`src/rtl/sme_pkg.sv`:
```
// Shared types and constants for the stack-machine executor.
// Opcode codes, decoded operation, queue item and status codes.
// No dependencies; compile first.
`default_nettype none

package sme_pkg;

    // Field widths of the instruction and result channels
    localparam int KIND_W    = 4;
    localparam int OPERAND_W = 32;
    localparam int NEXT_PC_W = 16;
    localparam int TOP_W     = 32;
    localparam int DEPTH_W   = 9;
    localparam int STATUS_W  = 3;

    // Defaults for the top-level parameters
    localparam int STACK_DEPTH_DEF = 256;
    localparam int PC_WIDTH_DEF    = 16;
    localparam int DATA_WIDTH_DEF  = 32;

    // Entries in the queue between decode and execute
    localparam int QUEUE_DEPTH = 2;

    // Opcode encodings on the instruction channel
    localparam logic [KIND_W-1:0] KIND_PUSH  = 4'd0;
    localparam logic [KIND_W-1:0] KIND_POP   = 4'd1;
    localparam logic [KIND_W-1:0] KIND_ADD   = 4'd2;
    localparam logic [KIND_W-1:0] KIND_SUB   = 4'd3;
    localparam logic [KIND_W-1:0] KIND_JMP   = 4'd4;
    localparam logic [KIND_W-1:0] KIND_JZ    = 4'd5;
    localparam logic [KIND_W-1:0] KIND_LOAD  = 4'd6;
    localparam logic [KIND_W-1:0] KIND_STORE = 4'd7;
    localparam logic [KIND_W-1:0] KIND_CALL  = 4'd8;
    localparam logic [KIND_W-1:0] KIND_RET   = 4'd9;
    localparam logic [KIND_W-1:0] KIND_HALT  = 4'd10;

    typedef enum logic [3:0] {
        OP_PUSH  = 4'd0,
        OP_POP   = 4'd1,
        OP_ADD   = 4'd2,
        OP_SUB   = 4'd3,
        OP_JMP   = 4'd4,
        OP_JZ    = 4'd5,
        OP_LOAD  = 4'd6,
        OP_STORE = 4'd7,
        OP_CALL  = 4'd8,
        OP_RET   = 4'd9,
        OP_HALT  = 4'd10,
        OP_NOP   = 4'd11
    } op_t;

    typedef enum logic [STATUS_W-1:0] {
        ST_RUN     = 3'd0,
        ST_HALT    = 3'd1,
        ST_UNDER   = 3'd2,
        ST_OVER    = 3'd3,
        ST_BADADDR = 3'd4
    } status_t;

    // Decoded instruction handed from the front end to the execute unit
    typedef struct packed {
        op_t                          op;
        logic signed [OPERAND_W-1:0]  operand;
        logic                         idx_ok;   // operand is a legal stack index
        logic                         tgt_ok;   // operand is a legal program target
    } item_t;

endpackage

`default_nettype wire

```
`src/rtl/sme_if.sv`:
```
// Valid/ready channel interfaces for the stack-machine executor.
// Depends on sme_pkg for field widths.
`default_nettype none

interface sme_cmd_if;
    logic                                  valid;
    logic                                  ready;
    logic        [sme_pkg::KIND_W-1:0]     kind;
    logic signed [sme_pkg::OPERAND_W-1:0]  operand;

    modport source (output valid, output kind, output operand, input ready);
    modport sink   (input valid, input kind, input operand, output ready);
endinterface


`default_nettype wire

```
`src/rtl/sme_front.sv`:
```
// Front end: takes instruction transfers, classifies the opcode and checks
// the operand as stack index and program target. Depends on sme_pkg, sme_if.
`default_nettype none

module sme_front #(
    parameter int STACK_DEPTH = sme_pkg::STACK_DEPTH_DEF,
    parameter int PC_WIDTH    = sme_pkg::PC_WIDTH_DEF
) (
    sme_cmd_if.sink          cmd,
    input  wire logic        run_ok,
    input  wire logic        q_full,
    output logic             push,
    output sme_pkg::item_t   push_item
);

    logic [sme_pkg::OPERAND_W-1:0] opu;
    sme_pkg::op_t                  op;

    assign opu = cmd.operand;

    always_comb
    begin
        unique case (cmd.kind)
            sme_pkg::KIND_PUSH:  op = sme_pkg::OP_PUSH;
            sme_pkg::KIND_POP:   op = sme_pkg::OP_POP;
            sme_pkg::KIND_ADD:   op = sme_pkg::OP_ADD;
            sme_pkg::KIND_SUB:   op = sme_pkg::OP_SUB;
            sme_pkg::KIND_JMP:   op = sme_pkg::OP_JMP;
            sme_pkg::KIND_JZ:    op = sme_pkg::OP_JZ;
            sme_pkg::KIND_LOAD:  op = sme_pkg::OP_LOAD;
            sme_pkg::KIND_STORE: op = sme_pkg::OP_STORE;
            sme_pkg::KIND_CALL:  op = sme_pkg::OP_CALL;
            sme_pkg::KIND_RET:   op = sme_pkg::OP_RET;
            sme_pkg::KIND_HALT:  op = sme_pkg::OP_HALT;
            default:             op = sme_pkg::OP_NOP;
        endcase
    end

    always_comb
    begin
        push_item.op      = op;
        push_item.operand = cmd.operand;
        push_item.idx_ok  = !opu[sme_pkg::OPERAND_W-1] &&
                            (opu < sme_pkg::OPERAND_W'(STACK_DEPTH));
        // target must be non-negative and fit in the program counter
        push_item.tgt_ok  = !opu[sme_pkg::OPERAND_W-1] && ((opu >> PC_WIDTH) == '0);
    end

    // hold off while the stack is being cleared or the queue is full
    assign cmd.ready = run_ok && !q_full;
    assign push      = cmd.valid && cmd.ready;

endmodule

`default_nettype wire

```
`src/flat_wrapper.sv`:
```
// flat-port wrapper written by rule: the top's interface ports become plain ports
module sme_front_flat 
#(
    parameter int STACK_DEPTH = sme_pkg::STACK_DEPTH_DEF,
    parameter int PC_WIDTH    = sme_pkg::PC_WIDTH_DEF
)
  (run_ok, q_full, push, push_item, cmd_valid, cmd_kind, cmd_operand, cmd_ready);
  sme_cmd_if cmd_i ();
  input  wire logic run_ok;
  input  wire logic q_full;
  output logic push;
  output sme_pkg::item_t push_item;
  input wire logic [$bits(cmd_i.valid)-1:0] cmd_valid;
  input wire logic [$bits(cmd_i.kind)-1:0] cmd_kind;
  input wire logic [$bits(cmd_i.operand)-1:0] cmd_operand;
  output wire logic [$bits(cmd_i.ready)-1:0] cmd_ready;
  assign cmd_i.valid = cmd_valid;
  assign cmd_i.kind = cmd_kind;
  assign cmd_i.operand = cmd_operand;
  assign cmd_ready = cmd_i.ready;
  sme_front #(.STACK_DEPTH(STACK_DEPTH), .PC_WIDTH(PC_WIDTH)) u_core (.cmd(cmd_i), .run_ok(run_ok), .q_full(q_full), .push(push), .push_item(push_item));
endmodule
```
`config.mk`:
```
export PLATFORM = sky130hd
export DESIGN_NAME = sme_front_flat
export DESIGN_NICKNAME = d
export VERILOG_FILES = /design/src/rtl/sme_pkg.sv /design/src/rtl/sme_if.sv /design/src/rtl/sme_front.sv /design/src/flat_wrapper.sv
export SDC_FILE = /design/constraint.sdc
export NUM_CORES = 1
export LEC_CHECK = 0
export BUFFER_PORTS_ARGS = -buffer_cell sky130_fd_sc_hd__buf_2
export CORE_UTILIZATION = 21
export DETAILED_ROUTE_END_ITERATION = 8
export PLACE_DENSITY = 0.8
export SYNTH_ARGS = -nofsm -noshare
export SYNTH_HDL_FRONTEND = slang
export SYNTH_SLANG_ARGS = --single-unit
```
`constraint.sdc`:
```
create_clock -name vclk -period 0.8
set_input_delay 0.08 -clock vclk [all_inputs]
set_output_delay 0.08 -clock vclk [all_outputs]
set_load 0.05 [all_outputs]
```
==> qor.yml, run 1 <==
run_status:
  status: "finished with violations"
  violations: "negative setup slack"
grt:
  met3_usage_pct: 1.30
  use_met1_pct: 7.37
  grt_first_pass_wirelength_mm: 1.27
  grt_usage_pct: 8.79
  first_global_vias: 310
  use_met2_pct: 20.9
  antenna_found_initial: 0
  grt-ovfl-total: 0
  top_usage_layer: "met2"
  grt_start_max_net_pins: 5
critical_path:
  crit_required_ns: 0.72
  startpoint_type: "primary input"
  path_max_fanout: 2
  endpoint_kind: "primary output"
  crit_type: "in -> out"
  crit_arrival_ns: 1.00
  endpoint: "push_item[1]"
  critPathLaunch: "cmd_operand[18]"
yosys:
  syn_inst: 46
  syn_nets: 85
  synth_top_area_share_pct: 74.2
  ys_seq_area_share_pct: 0
  yosys_warnings: 0
  synth_largest_area_cell: "buf_4"
  netlist_area_um2: 334
  syn_area_per_cell_um2: 7.26
  synthTopCellsByArea: "buf_4 (74%), nor4_1 (11%), a21o_1 (4.5%), nor2b_1 (3.7%), and4_1 (2.6%)"
  synthDistinctLibCells: 7
timing:
  relSlewSlack_pct: 83.1
  rsz0062_at_grt: "true"
  fin_ws_ns: -0.283
  timing_hold_violations_final: 0
  finalSetupViolCount: 2
  finalCritPeriodShare_pct: 135
  maxSlewViolCount: 0
  timing.fmax_mhz: 923
  tns_ns: -0.497
  worst_slew_pin_slew_ns: 0.256
  period_minus_slack_ns: 1.08
final_layout:
  regArea_um2: 0
  fin_nets: 118
  antenna_cells: 0
  layout_common_cells: "buf_2 (53), buf_6 (8), nor4_4 (4)"
  final_common_cell: "buf_2"
  finalInstanceArea_um2: 579
  syn2layout_area_growth_pct: 73.4
  n_clock_buffer: 0
  drive_gt1_share_pct: 94.8
  design.seq.count: 0
floorplanning:
  die_h_um: 41.9
  rows: 14
  start_util_pct: 22.4
  fp.coreArea_mm2: 0.00149
  ios: 79
  die_x_um: 41.9
  dieArea_mm2: 0.00175
drt:
  drt_iter0_markers: 2
  wirelength_um: 916
  dr.pass1.iters: 4
  antenna_left: 0
  wl_per_cell_um: 9.85
  via_per_inst: 4.34
  drcViolationCount: 0
  vias: 404
power:
  switching_share_pct: 70.9
  vdd_ir_drop_max_v: 0.000307
  p_leak_nw: 0.325
  p_int_uw: 155
  p_seq_share_pct: 0
  p_comb_share_pct: 100.0
  p_switching_uw: 377
  pwr-share-clk_pct: 0
  p_per_area_mw_per_mm2: 917
placement:
  place.gp.congestion: 0.613
  post-place-ws_ns: -0.419
  io_buffers: 63
  postPlaceCellArea_um2: 493
run:
  cap_violations: 0
worst_hold_path:
  hold_class: "in -> out"
  hold_depth: 0
clock_network:
  postCtsHoldBufs: 0
-- layout make-up --
type / instances / area, um2
multi-input cells: 13 / 166
fillers: 158 / 910
well taps: 16 / 20.0
repair buffers: 64 / 393
-- logic make-up (layout without fill, tap and decap cells) --
kind of cell / Yosys count / count (layout) / synth area share, %
simple gates: 11 / 11 / 21.4
compound gates: 2 / 2 / 4.49
buf+inv: 33 / 64 / 74.2
-- metal layers --
metal | up-vias | wire (um)
met5 | - | 0
met4 | 0 | 0
met3 | 0 | 163
met2 | 46 | 496
met1 | 169 | 257
li1 | 189 | -
-- how the worst min path moves through the flow --
stage	start	endpoint	slack, ns
detailed placement	cmd_operand[3]	push_item[5]	0.16
global route	cmd_operand[2]	push_item[4]	0.16
floorplan	q_full	cmd_ready	0.22
finish	cmd_operand[2]	push_item[4]	0.16
global placement	cmd_operand[3]	push_item[5]	0.16
CTS	cmd_operand[3]	push_item[5]	0.16
-- power by group through the flow --
stage | clock [mW] | combinational (mW) | sequential (mW)
floorplan | 0 | 0.524 | 0
global placement | 0 | 0.497 | 0
detailed placement | 0 | 0.503 | 0
CTS | 0 | 0.523 | 0
global route | 0 | 0.551 | 0
finish | 0 | 0.531 | 0
-- stage by stage --
step | hold WS [ns] | instances | util, % | power (mW)
2_1_floorplan | 0.220 | 46 | - | 0.524
3_3_place_gp | 0.160 | 92 | 33.1 | 0.497
3_5_place_dp | 0.160 | 92 | 33.1 | 0.503
4_1_cts | 0.160 | 93 | 37.5 | 0.523
5_1_grt | 0.160 | 93 | 38.9 | 0.551
6_report | 0.160 | 93 | 38.9 | 0.531
-- synth_stat cells --
cell type and instances:
and4_1 1, nor2b_1 2, and3_1 1, nor4_1 6
a21o_1 2, and2_1 1, buf_4 33
-- worst max-delay path, stage by stage --
cell,delay (ns)
buf_6,0.10
nor4_4,0.26
and4_4,0.25
and3_4,0.18
buf_8,0.14
-- repair_timing --
item | CTS | global route
gates cloned | 0 | 0
pin swaps | 5 | 3
gates resized for setup | 12 | 5
endpoints found under the setup margin | 2 | 2
buffers inserted | 1 | 0
hold endpoints to repair | 0 | 0
Note: power is estimated with default switching activity, not from simulation.
==> run 2: changes to the inputs <==
ABC_AREA = 1   (was unset)
CORE_UTILIZATION = 23   (was 21)
==> qor.yml, run 2 <==
final_layout:
  layout_common_cells: "buf_2 (49), buf_6 (12), nor2_1 (6), nor2_4 (6), nor2_2 (5)"  # was buf_2 (53), buf_6 (8), nor4_4 (4)
  post-route-util_pct: 41.0  # was 38.9%
  multi_input_comb_area_um2: 179  # was 166 um2
  syn2layout_area_growth_pct: 65.8  # was 73.4%
  final_common_cell: "buf_2"  # unchanged
  design.seq.count: 0  # unchanged
  fin_nets: 134  # was 118
  drive_gt1_share_pct: 82.8  # was 94.8%
  n_fill_cell: 163  # was 158
  antenna_cells: 0  # unchanged
  regArea_um2: 0  # unchanged
  n_clock_buffer: 0  # unchanged
timing:
  relSlewSlack_pct: 83.1  # about the same
  timing.fmax_mhz: 1160  # was 923 MHz
  fin_ws_ns: -0.0594  # was -0.283 ns
  rsz0062_at_grt: "true"  # unchanged
  finalSetupViolCount: 2  # unchanged
  timing_hold_violations_final: 0  # unchanged
  worst_slew_pin_slew_ns: 0.256  # about the same
  finalCritPeriodShare_pct: 107  # was 135%
  period_minus_slack_ns: 0.859  # was 1.08 ns
  maxSlewViolCount: 0  # unchanged
run_status:
  status: "finished with violations"  # unchanged
  violations: "negative setup slack"  # unchanged
drt:
  wl_per_cell_um: 8.46  # was 9.85 um
  antenna_left: 0  # unchanged
  wirelength_um: 922  # was 916 um
  via_per_inst: 4.05  # was 4.34
  drcViolationCount: 0  # unchanged
  drt_iter0_markers: 2  # unchanged
  dr.pass1.iters: 4  # unchanged
  vias: 441  # was 404
power:
  vdd_ir_drop_max_v: 0.000356  # was 0.000307 V
  p_switching_uw: 378  # was 377 uW
  switching_share_pct: 69.1  # was 70.9%
  pwr-share-clk_pct: 0  # about the same
  p_per_area_mw_per_mm2: 877  # was 917 mW/mm2
  p_comb_share_pct: 100.0  # about the same
  p_leak_nw: 0.354  # was 0.325 nW
  p_int_uw: 169  # was 155 uW
  p_seq_share_pct: 0  # about the same
  fin_total_pwr_uw: 548  # was 531 uW
grt:
  grt_first_pass_wirelength_mm: 1.15  # was 1.27 mm
  grt_usage_pct: 7.56  # was 8.79%
  top_usage_layer: "met2"  # unchanged
  grt_start_max_net_pins: 4  # was 5
  use_met1_pct: 5.90  # was 7.37%
  grt-ovfl-total: 0  # unchanged
  first_global_vias: 333  # was 310
  use_met2_pct: 19.4  # was 20.9%
  met3_usage_pct: 0  # was 1.30%
  antenna_found_initial: 0  # unchanged
clock_network:
  postCtsHoldBufs: 0  # unchanged
yosys:
  syn_area_per_cell_um2: 5.98  # was 7.26 um2
  syn_inst: 63  # was 46
  yosys_warnings: 0  # unchanged
  synthTopCellsByArea: "buf_4 (66%), nor2_1 (16%), nand2_1 (5.0%), inv_1 (4.0%), o21bai_1 (4.0%)"  # was buf_4 (74%), nor4_1 (11%), a21o_1 (4.5%), nor2b_1 (3.7%), and4_1 (2.6%)
  syn_nets: 102  # was 85
  synthDistinctLibCells: 8  # was 7
  synth_commonest_cells: "buf_4 (33), nor2_1 (16), nand2_1 (5), inv_1 (4), o21bai_1 (2)"  # was buf_4 (33), nor4_1 (6), a21o_1 (2), nor2b_1 (2)
  netlist_area_um2: 377  # was 334 um2
  yosysMostFrequentCell: "buf_4"  # unchanged
  synth_largest_area_cell: "buf_4"  # unchanged
  ys_seq_area_share_pct: 0  # unchanged
  synth_top_area_share_pct: 65.8  # was 74.2%
floorplanning:
  die_x_um: 42.5  # was 41.9 um
  start_util_pct: 24.7  # was 22.4%
  die_h_um: 42.5  # was 41.9 um
  rows: 14  # unchanged
  dieArea_mm2: 0.00180  # was 0.00175 mm2
  fp.coreArea_mm2: 0.00152  # was 0.00149 mm2
  ios: 79  # unchanged
critical_path:
  crit_type: "in -> out"  # unchanged
  startpoint_type: "primary input"  # unchanged
  cpPeakStageDelay_ns: 0.15  # was 0.26 ns
  slowest_stage: "buf_8"  # was nor4_4
  cpMostUsedCell: "nor2_4"
  crit_required_ns: 0.72  # about the same
  endpoint_kind: "primary output"  # unchanged
  path_max_fanout: 2  # unchanged
  path_cells: "buf_6 > nor2_1 > nand2_1 > nor2_4 > nand2_2 > nor2_4 > buf_8"  # was buf_6 > nor4_4 > and4_4 > and3_4 > buf_8
  crit_arrival_ns: 0.78  # was 1.00 ns
worst_hold_path:
  hold_class: "in -> out"  # unchanged
run:
  cap_violations: 0  # unchanged
placement:
  place.gp.congestion: 0.625  # was 0.613
  io_buffers: 63  # unchanged
run 2: changes by cell type after synthesis:
cell	change
nor2_1	+16
nor4_1	-6
nand2_1	+5
inv_1	+4
a21o_1	-2
nor2b_1	-2
o21bai_1	+2
and2_1	-1
and3_1	-1
and4_1	-1
nand4_1	+1
nor2_2	+1
nor3b_1	+1
run 2: timing repair:
item | 4_1_cts | 5_1_grt
pin swaps | 1 | 12
endpoints found under the setup margin | 2 | 2
resized for setup | 8 | 26
setup buffers | 0 | 0
run 2: power groups by stage:
| stage | Clock [mW] | Combinational, mW | Sequential [mW] |
|---|---|---|---|
| 2_1_floorplan | 0 | 0.527 | 0 |
| 3_3_place_gp | 0 | 0.480 | 0 |
| 3_5_place_dp | 0 | 0.486 | 0 |
| 4_1_cts | 0 | 0.497 | 0 |
| 5_1_grt | 0 | 0.570 | 0 |
| 6_report | 0 | 0.548 | 0 |
run 2: final timing paths:
| kind | slack, ns | depth (start not counted) | startpoint | end |
|---|---|---|---|---|
| worst max-delay path | -0.06 | 7 | cmd_operand[21] | push_item[1] |
| worst min-delay path | 0.16 | 0 | cmd_operand[1] | push_item[3] |
run 2: per-stage QoR:
| step | TNS (ns) | hold slack [ns] | cell area [um2] | instances | worst slack [ns] |
|---|---|---|---|---|---|
| after floorplan | -0.417 | 0.256 | 389 | 63 | -0.153 |
| after global placement | -0.373 | 0.160 | 477 | 109 | -0.199 |
| after detailed placement | -0.393 | 0.160 | 477 | 109 | -0.207 |
| after CTS | -0.192 | 0.160 | 510 | 109 | -0.102 |
| after global routing | -0.208 | 0.160 | 624 | 109 | -0.121 |
| final | -0.0774 | 0.160 | 624 | 109 | -0.0594 |
run 2: layout make-up:
class / instances / area share, %
inverters: 4 / 2.40
multi-input cells: 26 / 28.7
well taps: 16 / 3.21
repair buffers: 63 / 65.7
run 2: cells by family (layout without fill, tap and decap cells):
| family | Yosys count | after routing | share of synthesized area, % |
|---|---|---|---|
| compound gates | 2 | 2 | 3.99 |
| simple gates | 24 | 24 | 26.2 |
| buf+inv | 37 | 67 | 69.8 |
run 2: layer usage:
| metal | part of all wire [%] | vias up | routed length, um |
|---|---|---|---|
| met3 | 10 | 0 | 95 |
| met5 | 0 | - | 0 |
| li1 | - | 219 | - |
| met4 | 0 | 0 | 0 |
| met2 | 65 | 32 | 599 |
| met1 | 25 | 190 | 228 |
run 2: critical path: cells and delay by family:
family                 cells  cell delay (ns)
buffers and inverters      2             0.24
AND/OR/NAND/NOR            5             0.47
