==> src/rtl/sme_pkg.sv <==
// Shared types and constants for the stack-machine executor.
// Opcode codes, decoded operation, queue item and status codes.
// No dependencies; compile first.
`default_nettype none

package sme_pkg;

    // Field widths of the instruction and result channels
    localparam int KIND_W    = 4;
    localparam int OPERAND_W = 32;
    localparam int NEXT_PC_W = 16;
    localparam int TOP_W     = 32;
    localparam int DEPTH_W   = 9;
    localparam int STATUS_W  = 3;

    // Defaults for the top-level parameters
    localparam int STACK_DEPTH_DEF = 256;
    localparam int PC_WIDTH_DEF    = 16;
    localparam int DATA_WIDTH_DEF  = 32;

    // Entries in the queue between decode and execute
    localparam int QUEUE_DEPTH = 2;

    // Opcode encodings on the instruction channel
    localparam logic [KIND_W-1:0] KIND_PUSH  = 4'd0;
    localparam logic [KIND_W-1:0] KIND_POP   = 4'd1;
    localparam logic [KIND_W-1:0] KIND_ADD   = 4'd2;
    localparam logic [KIND_W-1:0] KIND_SUB   = 4'd3;
    localparam logic [KIND_W-1:0] KIND_JMP   = 4'd4;
    localparam logic [KIND_W-1:0] KIND_JZ    = 4'd5;
    localparam logic [KIND_W-1:0] KIND_LOAD  = 4'd6;
    localparam logic [KIND_W-1:0] KIND_STORE = 4'd7;
    localparam logic [KIND_W-1:0] KIND_CALL  = 4'd8;
    localparam logic [KIND_W-1:0] KIND_RET   = 4'd9;
    localparam logic [KIND_W-1:0] KIND_HALT  = 4'd10;

    typedef enum logic [3:0] {
        OP_PUSH  = 4'd0,
        OP_POP   = 4'd1,
        OP_ADD   = 4'd2,
        OP_SUB   = 4'd3,
        OP_JMP   = 4'd4,
        OP_JZ    = 4'd5,
        OP_LOAD  = 4'd6,
        OP_STORE = 4'd7,
        OP_CALL  = 4'd8,
        OP_RET   = 4'd9,
        OP_HALT  = 4'd10,
        OP_NOP   = 4'd11
    } op_t;

    typedef enum logic [STATUS_W-1:0] {
        ST_RUN     = 3'd0,
        ST_HALT    = 3'd1,
        ST_UNDER   = 3'd2,
        ST_OVER    = 3'd3,
        ST_BADADDR = 3'd4
    } status_t;

    // Decoded instruction handed from the front end to the execute unit
    typedef struct packed {
        op_t                          op;
        logic signed [OPERAND_W-1:0]  operand;
        logic                         idx_ok;   // operand is a legal stack index
        logic                         tgt_ok;   // operand is a legal program target
    } item_t;

endpackage

`default_nettype wire

==> src/rtl/sme_queue.sv <==
// Short FIFO of decoded instructions between the front end and execute unit.
// Depends on sme_pkg (item_t, QUEUE_DEPTH).
`default_nettype none

module sme_queue (
    input  wire logic            clk,
    input  wire logic            rst_n,
    input  wire logic            push,
    input  wire sme_pkg::item_t  push_item,
    input  wire logic            pop,
    output sme_pkg::item_t       head,
    output logic                 full,
    output logic                 empty
);

    localparam int PTR_W = (sme_pkg::QUEUE_DEPTH > 1) ? $clog2(sme_pkg::QUEUE_DEPTH) : 1;
    localparam int CNT_W = $clog2(sme_pkg::QUEUE_DEPTH + 1);

    sme_pkg::item_t     slot_reg [sme_pkg::QUEUE_DEPTH];
    logic [PTR_W-1:0]   wr_ptr_reg, wr_ptr_next;
    logic [PTR_W-1:0]   rd_ptr_reg, rd_ptr_next;
    logic [CNT_W-1:0]   count_reg, count_next;

    function automatic logic [PTR_W-1:0] ptr_inc(input logic [PTR_W-1:0] p);
        logic [PTR_W-1:0] r;
        if (p == PTR_W'(sme_pkg::QUEUE_DEPTH - 1))
            r = '0;
        else
            r = p + PTR_W'(1);
        return r;
    endfunction

    assign full  = (count_reg == CNT_W'(sme_pkg::QUEUE_DEPTH));
    assign empty = (count_reg == '0);
    assign head  = slot_reg[rd_ptr_reg];

    always_comb
    begin
        wr_ptr_next = push ? ptr_inc(wr_ptr_reg) : wr_ptr_reg;
        rd_ptr_next = pop  ? ptr_inc(rd_ptr_reg) : rd_ptr_reg;
        count_next  = count_reg;
        if (push && !pop)
            count_next = count_reg + CNT_W'(1);
        else if (pop && !push)
            count_next = count_reg - CNT_W'(1);
    end

    always_ff @(posedge clk or negedge rst_n)
    begin
        if (!rst_n)
        begin
            wr_ptr_reg <= '0;
            rd_ptr_reg <= '0;
            count_reg  <= '0;
        end
        else
        begin
            wr_ptr_reg <= wr_ptr_next;
            rd_ptr_reg <= rd_ptr_next;
            count_reg  <= count_next;
        end
    end

    always_ff @(posedge clk)
    begin
        if (push)
            slot_reg[wr_ptr_reg] <= push_item;
    end

    a_count_bound: assert property (@(posedge clk) disable iff (!rst_n)
        count_reg <= CNT_W'(sme_pkg::QUEUE_DEPTH))
        else $error("queue count beyond capacity");

    a_no_push_full: assert property (@(posedge clk) disable iff (!rst_n)
        push |-> (!full || pop))
        else $error("queue written while full");

    a_no_pop_empty: assert property (@(posedge clk) disable iff (!rst_n)
        pop |-> !empty)
        else $error("queue read while empty");

endmodule

`default_nettype wire

==> config.mk <==
export PLATFORM = sky130hd
export DESIGN_NAME = sme_queue
export DESIGN_NICKNAME = d
export VERILOG_FILES = /design/src/rtl/sme_pkg.sv /design/src/rtl/sme_queue.sv
export SDC_FILE = /design/constraint.sdc
export NUM_CORES = 1
export LEC_CHECK = 0
export BUFFER_PORTS_ARGS = -buffer_cell sky130_fd_sc_hd__buf_2
export CORE_ASPECT_RATIO = 0.5
export CORE_MARGIN = 3
export CORE_UTILIZATION = 45
export DETAILED_ROUTE_END_ITERATION = 12
export GPL_TIMING_DRIVEN = 1
export PLACE_DENSITY = 0.75
export SYNTH_ARGS = -nofsm -noshare
export SYNTH_HDL_FRONTEND = slang
export SYNTH_SLANG_ARGS = --single-unit
==> constraint.sdc <==
create_clock -name clk -period 2.4 [get_ports clk]
set_input_delay 0.12 -clock clk [delete_from_list [all_inputs] [get_ports clk]]
set_output_delay 0.12 -clock clk [all_outputs]
set_load 0.02 [all_outputs]
==> flow_metrics.env, run 1 <==
export IMPL_cp_top_family="flip-flops"
export IMPL_n_fill_cell=429
export IMPL_drv_slew=0
export IMPL_wire_per_inst_um=15.3
export IMPL_yosys_warnings=0
export IMPL_core_sq_um=6230
export IMPL_finalHoldViolCount=0
export IMPL_grt_overflow_total=0
export IMPL_syn_to_final_growth_pct=39.9
export IMPL_hpwlAfterDp_um=3540
export IMPL_start_util_pct=47.8
export IMPL_dp_slack_ns=0.687
export IMPL_status="complete, no violations"
export IMPL_cp_arrival_ns=1.91
export IMPL_p_sw_w=0.00142
export IMPL_drive_gt1_share_pct=50.9
export IMPL_die_area_sq_um=7680
export IMPL_grt_max_degree=21
export IMPL_fin_tns_setup_ns=0
export IMPL_cts_tree="yes"
export IMPL_setup_ws_ns=0.368
export IMPL_max_stage_delay_ns=0.64
export IMPL_clk_pin_slew_ns=0.05
export IMPL_ir_drop_uv=564
export IMPL_die_h_um=63.5
export IMPL_vias=1635
export IMPL_p_seq_share_pct=43.4
export IMPL_powerDensity_nw_per_um2=1110
export IMPL_portBuffers=81
export IMPL_fin_crit_sh_pct=84.7
export IMPL_drt_total_wl_um=5470
export IMPL_min_delay_path_class="in -> reg"
export IMPL_crit_buf_inv=2
export IMPL_worstPathMaxFanout=20
export IMPL_netlist_instances=134
export IMPL_synth_ff_type="edfxtp_1"
export IMPL_startpoint_type="flop"
export IMPL_p_clk_share_pct=24.7
export IMPL_cts_sinks=80
export IMPL_total_power_w=0.00463
export IMPL_clockRootBuffer="clkbuf_16"
export IMPL_worst_slew_pin_slew_ns=0.585
export IMPL_die_w_um=121
export IMPL_muxShareOfSynthArea_pct=15.6
export IMPL_syn_num_nets=177
export IMPL_cts_buffers=9
export IMPL_synth_most_common_cell="edfxtp_1"
export IMPL_synth_top_area_cell="edfxtp_1"
export IMPL_cts_max_path_buffers=2
export IMPL_async_reset_ff_share_pct=5.00
export IMPL_clock_latency_ns=0.32
export IMPL_cpMaxStageDelayCell="dfrtp_2"
export IMPL_via_per_inst=4.58
export IMPL_antenna_cells=0
export IMPL_avgSynthCellArea_sq_um=22.2
export IMPL_stdcell_count=357
export IMPL_cp_cell_sequence="buf_4, mux2_2, buf_2"
export IMPL_ys_top_cells_by_count="edfxtp_1 (76), mux2_2 (28), mux2_4 (10)"
export IMPL_internal_power_w=0.00321
export IMPL_largest_reg_flops=76
export IMPL_grt_first_pass_wirelength_um=8800
export IMPL_whs_ns=0.0303
export IMPL_slew_limit_headroom_pct=60.9
export IMPL_synth_edf_count=76
export IMPL_synth_xor_area_share_pct=1.47
export IMPL_worstPathRequired_ns=2.28
export IMPL_ant_nets=0
export IMPL_switching_share_pct=30.7
export IMPL_combPwrFrac_pct=31.8
export IMPL_rsz0062_at_grt="no"
export IMPL_synth_compound_area_share_pct=0
export IMPL_place_inst=302
export IMPL_cts_resized=0
export IMPL_grt_use_total_pct=15.6
export IMPL_rows=20
export IMPL_synth_top_family_by_area="multiplexers"
export IMPL_grt_pass1_vias=1772
export IMPL_synthSimpleGateAreaFrac_pct=0.883
export IMPL_criticalPathCategory="reg -> out"
export IMPL_nets=308
export IMPL_ys_ff_latch=80
export IMPL_ioPinCount=82
export IMPL_synth_fa_ha_area_share_pct=0.421
export IMPL_end_kind="output port"
export IMPL_maxCapViolations=0
export IMPL_synth_area_leaders="edfxtp_1 (77%), mux2_2 (11%), mux2_4 (5.0%)"
export IMPL_max_freq_mhz=492
export IMPL_skew_ns=0.00488
export IMPL_drt_iter0_markers=71
export IMPL_synth_cell_types=14
export IMPL_min_period_ns=2.03
export IMPL_antenna_found_initial=0
export IMPL_p_leak_nw=1.63
export IMPL_drc=0
export IMPL_syn_area_sq_um=2980
export IMPL_firstDrtPassIters=4
export IMPL_cts_max_level=3
export IMPL_finalSetupViolCount=0
export IMPL_yosysSeqAreaShare_pct=80.1
export IMPL_gp_congestion=0.662
export IMPL_synth_top_area_share_pct=76.7
## cell type report
type	instances	area [sq um]	area share (%)
Sequential cell	80	2380	57.3
Timing Repair Buffer	124	853	20.5
Multi-Input combinational cell	49	557	13.4
Clock buffer	10	229	5.50
Tap cell	88	110	2.65
Clock inverter	5	25.0	0.601
Inverter	1	3.75	0.0902
## power by group through the flow
stage               Sequential, W  Clock [W]  Combinational (W)
floorplan                 0.00196          0            0.00110
global placement          0.00202          0            0.00142
detailed placement        0.00205          0            0.00144
CTS                       0.00202    0.00118            0.00149
global route              0.00205    0.00125            0.00157
finish                    0.00201    0.00115            0.00147
## logic make-up (layout without fill, tap and decap cells)
kind of cell               count (synthesis)  count (layout)
buffers and inverters                      5             140
muxes                                     38              38
DFF                                       80              80
xor gates and xnor gates                   5               5
and+or+nand+nor                            5               5
adders and majority gates                  1               1
## cells in the final DEF, fill, tap and decap left out, types with 3 or more instances in the layout
master	Yosys	routed
buf_2	0	81
xor2_1	4	4
clkbuf_16	0	9
mux2_2	28	28
mux2_4	10	10
edfxtp_1	76	76
dfrtp_1	4	3
dlygate4sd3_1	0	40
## worst register-to-register path, stage by stage, from the launching register on
cell and delay, ns:
dfrtp_1 0.42, nor2b_4 0.50, buf_12 0.25
## routing by layer
| layer | GRT usage, % | part of all wire [%] | vias up | wire (um) |
|---|---|---|---|---|
| li1 | - | - | 785 | - |
| met2 | 26.9 | 55 | 51 | 2980 |
| met1 | 17.5 | 39 | 787 | 2110 |
| met5 | 0 | 0 | - | 0 |
| met3 | 5.47 | 4.7 | 12 | 258 |
| met4 | 6.92 | 2.1 | 0 | 116 |
## path summary, 6_finish.rpt
kind / depth (start not counted) / end / from / slack [ns]
setup / recovery: 3 / head[33] / rd_ptr_reg / 0.37
max in group asynchronous: 2 / rd_ptr_reg / rst_n / 2.14
min in group asynchronous: 2 / rd_ptr_reg / rst_n / 0.12
hold reg to reg: 1 / count_reg[1] / count_reg[1] / 0.50
setup reg to reg: 2 / slot_reg[0][27] / wr_ptr_reg / 0.92
hold / removal: 2 / wr_ptr_reg / push / 0.03
## metrics by stage
stage	utilization, %	area, sq um
after floorplan	-	2980
after global placement	56.3	3510
after detailed placement	56.3	3510
after CTS	66.8	4160
after global routing	66.8	4160
final	66.8	4160
## timing repair
action                                 4_1_cts  5_1_grt
setup buffers                                0        0
hold buffers                                40        0
endpoints found under the hold margin       81        0
No activity file was read; power rests on OpenSTA's default activity.
==> inputs of run 2 (changes only) <==
--- a/config.mk
+++ b/config.mk
@@ -5,13 +5,14 @@
 export SDC_FILE = /design/constraint.sdc
 export NUM_CORES = 1
 export LEC_CHECK = 0
+export ABC_AREA = 1
 export BUFFER_PORTS_ARGS = -buffer_cell sky130_fd_sc_hd__buf_2
 export CORE_ASPECT_RATIO = 0.5
 export CORE_MARGIN = 3
 export CORE_UTILIZATION = 45
 export DETAILED_ROUTE_END_ITERATION = 12
 export GPL_TIMING_DRIVEN = 1
-export PLACE_DENSITY = 0.75
+export PLACE_DENSITY = 0.72
 export SYNTH_ARGS = -nofsm -noshare
 export SYNTH_HDL_FRONTEND = slang
 export SYNTH_SLANG_ARGS = --single-unit
==> constraint.sdc (replaced) <==
create_clock -name clk -period 1.9 [get_ports clk]
set_input_delay 0.095 -clock clk [delete_from_list [all_inputs] [get_ports clk]]
set_output_delay 0.095 -clock clk [all_outputs]
set_load 0.02 [all_outputs]
==> flow_metrics.env, run 2 <==
export IMPL_skew_ns=0.00574
export IMPL_status="complete, no violations"
export IMPL_grt_max_degree=21
export IMPL_netlist_instances=143
export IMPL_die_area_sq_um=7730
export IMPL_clock_latency_ns=0.33
export IMPL_end_kind="output port"
export IMPL_async_reset_ff_share_pct=5.00
export IMPL_p_clk_share_pct=27.7
export IMPL_fin_util_pct=67.7
export IMPL_switching_share_pct=30.9
export IMPL_via_per_inst=4.62
export IMPL_clk_pin_slew_ns=0.06
export IMPL_place_inst=314
export IMPL_cts_resized=0
export IMPL_cts_max_path_buffers=2
export IMPL_rows=20
export IMPL_ir_drop_uv=817
export IMPL_syn_area_sq_um=3000
export IMPL_largest_reg_flops=76
export IMPL_grt_overflow_total=0
export IMPL_cts_tree="yes"
export IMPL_seqCellArea_sq_um=2380
export IMPL_syn_to_final_growth_pct=41.5
export IMPL_rsz0062_at_grt="no"
export IMPL_portBuffers=81
export IMPL_drc=0
export IMPL_fin_crit_sh_pct=85.9
export IMPL_synth_ff_type="edfxtp_1"
export IMPL_maxCapViolations=0
export IMPL_cp_cell_sequence="buf_4, mux2_2, buf_2"
export IMPL_internal_power_w=0.00422
export IMPL_min_period_ns=1.63
export IMPL_synth_top_area_cell="edfxtp_1"
export IMPL_nets=321
export IMPL_gp_congestion=0.687
export IMPL_vias=1715
export IMPL_antenna_cells=0
export IMPL_synth_top_area_share_pct=76.2
export IMPL_n_fill_cell=452
export IMPL_firstDrtPassIters=4
export IMPL_clockRootBuffer="clkbuf_16"
export IMPL_start_util_pct=47.9
export IMPL_antenna_found_initial=0
export IMPL_cpMaxStageDelayCell="mux2_2"
export IMPL_ys_ff_latch=80
export IMPL_slew_limit_headroom_pct=78.6
export IMPL_startpoint_type="flop"
export IMPL_avgSynthCellArea_sq_um=20.9
export IMPL_cts_sinks=80
export IMPL_grt_pass1_vias=1939
export IMPL_synth_most_common_cell="edfxtp_1"
export IMPL_grt_use_met1_pct=15.9
export IMPL_drv_slew=0
export IMPL_max_freq_mhz=613
export IMPL_worstPathRequired_ns=1.80
export IMPL_wire_per_inst_um=14.9
export IMPL_fin_tns_setup_ns=0
export IMPL_min_delay_path_class="in -> async"
export IMPL_p_seq_share_pct=40.4
export IMPL_synth_edf_count=76
export IMPL_yosys_warnings=0
export IMPL_synth_cell_types=15
export IMPL_die_h_um=63.7
export IMPL_ant_nets=0
export IMPL_multi_input_area_sq_um=553
export IMPL_cp_arrival_ns=1.54
export IMPL_ioPinCount=82
export IMPL_combPwrFrac_pct=32.0
export IMPL_cts_max_level=3
export IMPL_ys_top_cells_by_count="edfxtp_1 (76), mux2_2 (28), mux2_4 (10)"
export IMPL_synth_area_leaders="edfxtp_1 (76%), mux2_2 (11%), mux2_4 (5.0%)"
export IMPL_final_area_sq_um=4240
export IMPL_p_sw_w=0.00189
export IMPL_finalHoldViolCount=0
export IMPL_hpwlAfterDp_um=3540
export IMPL_worst_slew_pin_slew_ns=0.321
export IMPL_use_met3_pct=4.57
export IMPL_cp_top_family="buffers and inverters"
export IMPL_max_stage_delay_ns=0.38
export IMPL_cts_buffers=9
export IMPL_final_cell_mix="buf_2 (81), edfxtp_1 (76), dlygate4sd3_1 (41)"
export IMPL_top_usage_layer="met2"
export IMPL_powerDensity_nw_per_um2=1440
export IMPL_stdcell_count=371
export IMPL_grt_first_pass_wirelength_um=9050
export IMPL_drt_iter0_markers=72
export IMPL_globalRouteMet2Util_pct=28.6
export IMPL_p_leak_nw=1.69
export IMPL_worstPathMaxFanout=20
export IMPL_placed_area_sq_um=3520
export IMPL_crit_buf_inv=2
export IMPL_drive_gt1_share_pct=50.5
export IMPL_syn_num_nets=186
export IMPL_drt_total_wl_um=5520
export IMPL_criticalPathCategory="reg -> out"
export IMPL_core_sq_um=6260
export IMPL_die_w_um=121
export IMPL_finalSetupViolCount=0
export IMPL_layout_cells_most_common="buf_2"
export IMPL_yosysSeqAreaShare_pct=79.5
export IMPL_grt_use_total_pct=15.5
## run 2: changes by cell type in the layout (fill, tap and decap cells not counted), moves of 2 or more
| cell | delta |
|---|---|
| inv_1 | +6 |
| buf_4 | +5 |
| nand2_1 | +5 |
| buf_12 | -2 |
| clkinv_1 | -2 |
| clkinv_2 | -2 |
| clkinvlp_4 | +2 |
| inv_6 | +2 |
| xor2_1 | -2 |
## run 2: logic make-up (layout without fill, tap and decap cells)
logic type    count (synthesis)  count (layout)  share of synthesized area (%)
flops                        80              80                           79.5
mux                          38              38                           15.5
buf+inv                      11             151                           2.26
simple gates                 10              10                           1.38
xor+xnor                      3               3                          0.877
fa+ha+maj                     1               1                          0.418
## run 2: worst paths after layout
| check | cells past startpoint | slack, ns | from | end |
|---|---|---|---|---|
| setup / recovery | 3 | 0.27 | rd_ptr_reg | head[36] |
| hold / removal | 2 | 0.11 | rst_n | rd_ptr_reg |
| setup reg to reg | 2 | 0.72 | wr_ptr_reg | slot_reg[0][20] |
| hold reg to reg | 2 | 0.52 | count_reg[1] | count_reg[1] |
| max in group asynchronous | 2 | 1.65 | rst_n | rd_ptr_reg |
| min in group clk | 2 | 0.49 | push_item[14] | slot_reg[1][14] |
## run 2: per-stage QoR
stage	total power (W)	setup WS (ns)	hold slack, ns
CTS	0.00617	0.237	0.0925
global route	0.00639	0.203	0.108
global placement	0.00435	0.651	-0.0962
finish	0.00610	0.268	0.114
floorplan	0.00386	0.0782	-0.201
detailed placement	0.00441	0.625	-0.0915
## run 2: final cells by class
cell class / count / share of cell area [%]
flip-flops and latches: 80 / 56.2
clock buffers: 9 / 5.31
multi-input cells: 52 / 13.0
repair buffers: 128 / 20.3
well taps: 88 / 2.60
clock inverters: 7 / 1.86
inverters: 7 / 0.620
## run 2: power by group through the flow
stage / clock (W) / sequential [W] / combinational, W
CTS: 0.00173 / 0.00247 / 0.00198
floorplan: 0 / 0.00247 / 0.00140
detailed placement: 0 / 0.00250 / 0.00190
global route: 0.00180 / 0.00250 / 0.00208
global placement: 0 / 0.00247 / 0.00188
finish: 0.00169 / 0.00246 / 0.00195
## run 2: metal layers
| metal | up-vias | wire [um] |
|---|---|---|
| met2 | 42 | 3070 |
| met5 | - | 0 |
| met1 | 848 | 2140 |
| met3 | 8 | 215 |
| li1 | 817 | - |
| met4 | 0 | 94 |
## run 2: what timing repair did
action                                 in CTS  in global routing
hold buffers                               41                  0
setup buffers                               0                  0
endpoints found under the hold margin      82                  0
